==> src/design/cunrank_ram.sv <==
// ----------------------------------------------------------------------------
// cunrank_ram
// Generic single-write, single-read synchronous RAM with registered read.
// ----------------------------------------------------------------------------
module cunrank_ram #(
   parameter int WIDTH = 8,
   parameter int DEPTH = 16
) (
   input  logic                     clock,
   input  logic                     wr_en,
   input  logic [$clog2(DEPTH)-1:0] wr_addr,
   input  logic [WIDTH-1:0]         wr_data,
   input  logic [$clog2(DEPTH)-1:0] rd_addr,
   output logic [WIDTH-1:0]         rd_data
);

   logic [WIDTH-1:0] mem [DEPTH];
   logic [WIDTH-1:0] rd_data_ff;

   // Write one entry, read one entry in the cycle after its address
   always_ff @(posedge clock) begin
      if (wr_en) begin
         mem[wr_addr] <= wr_data;
      end
      rd_data_ff <= mem[rd_addr];
   end

   assign rd_data = rd_data_ff;

endmodule

==> config.mk <==
export PLATFORM = sky130hd
export DESIGN_NAME = cunrank_ram
export DESIGN_NICKNAME = d
export VERILOG_FILES = /design/src/design/cunrank_ram.sv
export SDC_FILE = /design/constraint.sdc
export NUM_CORES = 1
export LEC_CHECK = 0
export BUFFER_PORTS_ARGS = -buffer_cell sky130_fd_sc_hd__buf_2
export CORE_MARGIN = 2
export CORE_UTILIZATION = 55
export DETAILED_ROUTE_END_ITERATION = 7
export PLACE_DENSITY = 0.84
export SYNTH_ARGS = -nofsm -noshare
export SYNTH_HDL_FRONTEND = slang
export SYNTH_SLANG_ARGS = --single-unit
==> constraint.sdc <==
create_clock -name clock -period 5.8 [get_ports clock]
set_input_delay 1.16 -clock clock [delete_from_list [all_inputs] [get_ports clock]]
set_output_delay 1.16 -clock clock [all_outputs]
set_load 0.01 [all_outputs]
==> results of run 1 <==
## cell type report
type / count / area, sq um / share of cell area (%)
Timing Repair Buffer: 28 / 148 / 2.46
Tap cell: 111 / 139 / 2.31
Clock buffer: 18 / 418 / 6.97
Sequential cell: 136 / 4000 / 66.7
Clock inverter: 13 / 229 / 3.82
Multi-Input combinational cell: 83 / 1060 / 17.7
## cells in the mapped netlist
cell type        count  area, sq um
a22oi_1             16          120
and2_1               1         6.26
and2b_1              1         7.51
buf_2                3         15.0
buf_4                1         7.51
buf_6                3         33.8
clkdlybuf4s25_2      3         30.0
dfxtp_1              8          160
edfxtp_1           128         3840
mux4_1              14          368
mux4_2              18          405
nand2_1              9         33.8
nand2b_1             2         12.5
nand3_1              1         5.00
nand3b_1             2         15.0
nor2_1              13         48.8
nor2b_1              1         6.26
nor3_1               4         20.0
or3b_2               1         8.76
## metrics by stage
stage	hold WS (ns)	cell area, sq um	utilization (%)	power, uW	setup slack [ns]
finish	0.689	6000	65.6	2380	3.20
floorplan	0.629	5150	-	1180	3.15
global placement	0.659	5350	58.4	1220	2.61
detailed placement	0.667	5350	58.4	1220	2.53
global route	0.721	6000	65.6	2440	3.06
CTS	0.680	5990	65.5	2390	2.99
## flip-flops by register name, summed over array words and instances, names as in the netlist
name / cells
mem: 128
rd_data: 8
## layer usage
layer  global-route usage, %  wire length (um)
met1                    29.4              3960
met2                    32.8              5010
met3                    6.52               791
met4                    9.69               199
met5                       0                 0
## report_power, final
part,internal [uW],switching [uW],total [uW],leakage (uW)
clock network,781,393,1170,0.000315
logic,39.4,57.1,96.5,0.000487
registers,1100,8.00,1110,0.00122
total,1920,458,2380,0.00203
## worst max-delay path by stage
stage                from    endpoint  cells past startpoint
3_5_place_dp   wr_addr[2]   mem[0][3]                      3
3_3_place_gp   wr_addr[2]   mem[0][2]                      3
5_1_grt        rd_addr[0]  rd_data[5]                      4
2_1_floorplan  wr_addr[2]   mem[0][0]                      2
4_1_cts        wr_addr[2]   mem[0][5]                      3
6_report       rd_addr[0]  rd_data[5]                      4
## cell usage in the layout (no fill, tap or decap), types with 2 or more instances in the layout
| master | Yosys | layout |
|---|---|---|
| nand2b_1 | 2 | 2 |
| mux4_1 | 14 | 14 |
| edfxtp_1 | 128 | 128 |
| mux4_2 | 18 | 18 |
| nand3b_1 | 2 | 2 |
| bufinv_16 | 0 | 6 |
| dfxtp_1 | 8 | 8 |
| a22oi_1 | 16 | 16 |
| clkinv_2 | 0 | 3 |
| buf_4 | 1 | 3 |
| clkbuf_16 | 0 | 16 |
| nand2_1 | 9 | 9 |
| nor3_1 | 4 | 3 |
| buf_2 | 3 | 25 |
| clkinv_4 | 0 | 3 |
| nor2_1 | 13 | 13 |
## critical path: stages
cell and delay (ns):
buf_2 0.74, mux4_1 0.66, a22oi_1 0.31, nand2_1 0.10
## cell families (layout without fill, tap and decap cells)
family	count (synthesis)	in the layout	synth area share [%]
flops	136	136	77.8
simple gates	35	35	3.18
compound gates	16	16	2.33
buf+inv	10	59	1.68
mux	32	32	15.0
==> impl_metrics.py, run 1 <==
metrics = {
    "run_status": {
        "status": "complete, no violations",
    },
    "place": {
        "post-dp-hpwl_um": 5650,
        "gp_congestion": 0.739,
        "post-place-cells": 358,
        "port_buffers": 25,
    },
    "clocking": {
        "cts_tree": "done",
        "htreeDepth": 4,
        "cts_sinks": 136,
        "cts.clk_slew.worst_paths_ns": 0.06,
        "cts.repair.resized": 0,
        "clk_latency_ns": 0.52,
        "cts_setup_buffers": 0,
        "cts-root-buf": "clkbuf_8",
        "numCtsBuffers": 17,
        "hold_buffers": 0,
        "cts.path.max_buffers": 2,
    },
    "grt": {
        "antenna_found_initial": 0,
        "grt_max_degree": 33,
        "grt_pass1_wl_um": 14900,
        "grt_pass1_vias": 2545,
        "track_usage_pct": 21.6,
        "grt_overflow_total": 0,
    },
    "timing": {
        "setup_viol": 0,
        "min_period_ns": 2.60,
        "rsz0062_at_grt": "no",
        "slew_headroom_pct": 31.2,
        "hold_viol": 0,
        "fin_tns_setup_ns": 0,
        "max_freq_mhz": 385,
        "finalCritPeriodShare_pct": 44.8,
        "final_max_slew_viol_count": 0,
        "skew_ns": 0.0104,
        "worst_pin_slew_ns": 1.03,
    },
    "floorplan": {
        "fp.dieW_um": 101,
        "initial_core_util_pct": 56.2,
        "rows": 35,
        "fp.dieH_um": 101,
        "core_area_sq_um": 9150,
        "ios": 26,
        "die_area_sq_um": 10100,
    },
    "synthesis": {
        "syn_area_sq_um": 5150,
        "avgSynthCellArea_sq_um": 22.5,
        "synth_nets": 247,
        "ys_ff_latch": 136,
        "synthDistinctLibCells": 19,
        "seq_area_frac_synth_pct": 77.8,
        "synth_warnings": 0,
        "postSynthCellCount": 229,
    },
    "cells_and_area": {
        "fin_cells": 389,
        "syn_to_final_growth_pct": 16.6,
        "drive_gt1_share_pct": 28.1,
        "diodes": 0,
        "nets": 284,
        "n_fill_cell": 538,
    },
    "critical_path": {
        "reg2reg_from": "mem[9][5]",
        "setup.worst_path.class": "in2reg",
        "reg2reg_slack_ns": 4.38,
        "cp_max_fo": 32,
        "cp_data_arrival_time_ns": 2.99,
        "cp-end-kind": "register",
        "r2r_cells": 3,
        "cp.required_ns": 6.20,
        "timing.rr.end": "rd_data[5]",
        "cp-start-kind": "input port",
    },
    "route": {
        "drt-initial-drc-count": 219,
        "vias_per_cell": 6.20,
        "first_pass_iters": 4,
        "dr_total_vias": 2411,
        "finalWirelength_um": 9960,
        "drcViolationCount": 0,
        "postRouteAntennaNets": 0,
        "wl_per_cell_um": 25.6,
    },
    "flow_run": {
        "max-cap-violations": 0,
    },
    "pwr": {
        "power-per-cell-area_nw_per_um2": 396,
        "p_leak_uw": 0.00203,
        "ir_drop_mv": 0.289,
    },
    "worst_hold_path": {
        "min_from": "mem[4][6]",
        "whs_path_depth": 3,
        "worstHoldPathType": "reg2reg",
        "hold_end": "rd_data[6]",
    },
}
No activity file was read; power rests on OpenSTA's default activity.
==> run 2, diff against run 1 <==
CORE_UTILIZATION = 54   (was 55)
PLACE_DENSITY = 0.85   (was 0.84)
clock period = 2.3 ns   (was 5.8 ns; I/O delays follow)
==> run 2 against run 1 <==
Net effect: register-to-register slack got worse by 3.5 ns; worst setup slack worse by 2.4 ns; first-iteration DRC count increased by 14%; critical path depth decreased by 3; cell count rose by 9.8%; largest power group is now registers; highest routed layer unchanged.
==> impl_metrics.py, run 2 (synthesis gave the netlist of run 1 again) <==
metrics = {
    "timing": {
        "skew_ns": 0.0130,
        "slew_headroom_pct": 66.4,
        "max_freq_mhz": 675,
        "finalCritPeriodShare_pct": 64.4,
        "setup_viol": 0,
        "fin_tns_setup_ns": 0,
        "rsz0062_at_grt": "no",
        "hold_viol": 0,
        "min_period_ns": 1.48,
        "final_max_slew_viol_count": 0,
        "worst_pin_slew_ns": 0.502,
    },
    "clocking": {
        "clk_latency_ns": 0.52,
        "numCtsBuffers": 17,
        "cts.repair.resized": 0,
        "cts-root-buf": "clkbuf_8",
        "cts.path.max_buffers": 2,
        "cts.clk_slew.worst_paths_ns": 0.06,
        "htreeDepth": 4,
        "cts_setup_buffers": 0,
        "cts_sinks": 136,
        "hold_buffers": 0,
        "cts_tree": "done",
    },
    "critical_path": {
        "crit_slowest_cell": "dfxtp_1",
        "cp_max_fo": 1,
        "cp_data_arrival_time_ns": 1.02,
        "critical-path-top-delay-family": "flip-flops",
        "cp.required_ns": 1.84,
        "critPathBufInv": 1,
        "cp-end-kind": "output port",
        "cp-start-kind": "register",
        "path_cells": "buf_2",
        "slowest_delay_ns": 0.35,
        "setup.worst_path.class": "reg2out",
    },
    "cells_and_area": {
        "drive_gt1_share_pct": 31.2,
        "largest_reg_flops": 128,
        "diodes": 0,
        "postLayoutCoreUtil_pct": 66.2,
        "mostFrequentLayoutCell": "edfxtp_1",
        "top_register": "mem",
        "nets": 303,
        "final_cell_mix": "128 x edfxtp_1, 25 x buf_2, 20 x buf_4",
        "n_fill_cell": 572,
        "syn_to_final_growth_pct": 18.9,
    },
    "route": {
        "drcViolationCount": 0,
        "finalWirelength_um": 10500,
        "drt-initial-drc-count": 249,
        "vias_per_cell": 6.02,
        "dr_total_vias": 2572,
        "wl_per_cell_um": 24.6,
        "postRouteAntennaNets": 0,
        "first_pass_iters": 5,
    },
    "place": {
        "post-dp-hpwl_um": 6150,
        "gp_congestion": 0.773,
        "port_buffers": 25,
    },
    "pwr": {
        "total_power_uw": 5710,
        "power-per-cell-area_nw_per_um2": 933,
        "ir_drop_mv": 0.708,
        "p_leak_uw": 0.00210,
    },
    "grt": {
        "grt_max_degree": 33,
        "grt_pass1_wl_um": 16000,
        "antenna_found_initial": 0,
        "grt_overflow_total": 0,
        "track_usage_pct": 22.6,
        "grt_pass1_vias": 2645,
    },
    "floorplan": {
        "fp.dieH_um": 102,
        "core_area_sq_um": 9240,
        "initial_core_util_pct": 55.7,
        "ios": 26,
        "fp.dieW_um": 102,
        "die_area_sq_um": 10300,
        "rows": 35,
    },
    "worst_hold_path": {
        "worstHoldPathType": "in2reg",
    },
    "flow_run": {
        "max-cap-violations": 0,
    },
    "run_status": {
        "status": "complete, no violations",
    },
}
## run 2: cell count changes in the layout (fill, tap and decap cells not counted), sizes merged
cell | before | now
clkbuf | 18 | 23
bufinv | 6 | 3
clkinv | 6 | 4
buf | 28 | 47
clkinvlp | 1 | 2
## run 2: per-layer routing
metal,GRT usage [%],vias up,share of wire (%)
met3,7.18,17,9.5
met4,9.98,0,2.1
met2,33.0,164,47
met1,31.8,1306,41
li1,-,1085,-
met5,0,-,0
## run 2: layout make-up
type / instances / area (sq um) / share of cell area (%)
sequential: 136 / 4000 / 65.4
clock inverter: 9 / 124 / 2.02
timing repair buffer: 47 / 315 / 5.15
multi-input combinational: 83 / 1060 / 17.3
clock buffer: 23 / 457 / 7.46
tap: 129 / 161 / 2.64
## run 2: worst register-to-register path: cells and delay by family (launching register included)
family / cells / cell delay [ns]
muxes: 1 / 0.53
AOI/OAI and AO/OA: 1 / 0.30
and+or+nand+nor: 1 / 0.10
DFF: 1 / 0.38
## run 2: final timing paths
kind              depth (start not counted)         end       start  slack, ns
setup reg to reg                          3  rd_data[1]   mem[1][1]       0.87
hold reg to reg                           3  rd_data[5]  mem[14][5]       0.68
setup / recovery                          1  rd_data[5]  rd_data[5]       0.82
hold / removal                            1   mem[2][7]  wr_data[7]       0.31
## run 2: report_power, final
group / switching (uW) / total, uW / internal (uW) / leakage (uW)
clock: 954 / 2650 / 1700 / 0.000279
combinational: 152 / 266 / 113 / 0.000597
sequential: 17.4 / 2790 / 2770 / 0.00122
## run 2: stage by stage
stage / std cells / hold WS, ns / cell area (sq um) / worst slack (ns)
CTS: 427 / 0.289 / 6120 / 0.796
detailed placement: 395 / 0.672 / 5540 / 0.387
global placement: 395 / 0.653 / 5540 / 0.366
finish: 427 / 0.315 / 6120 / 0.819
floorplan: 229 / 0.559 / 5150 / 0.347
global route: 427 / 0.302 / 6120 / 0.779
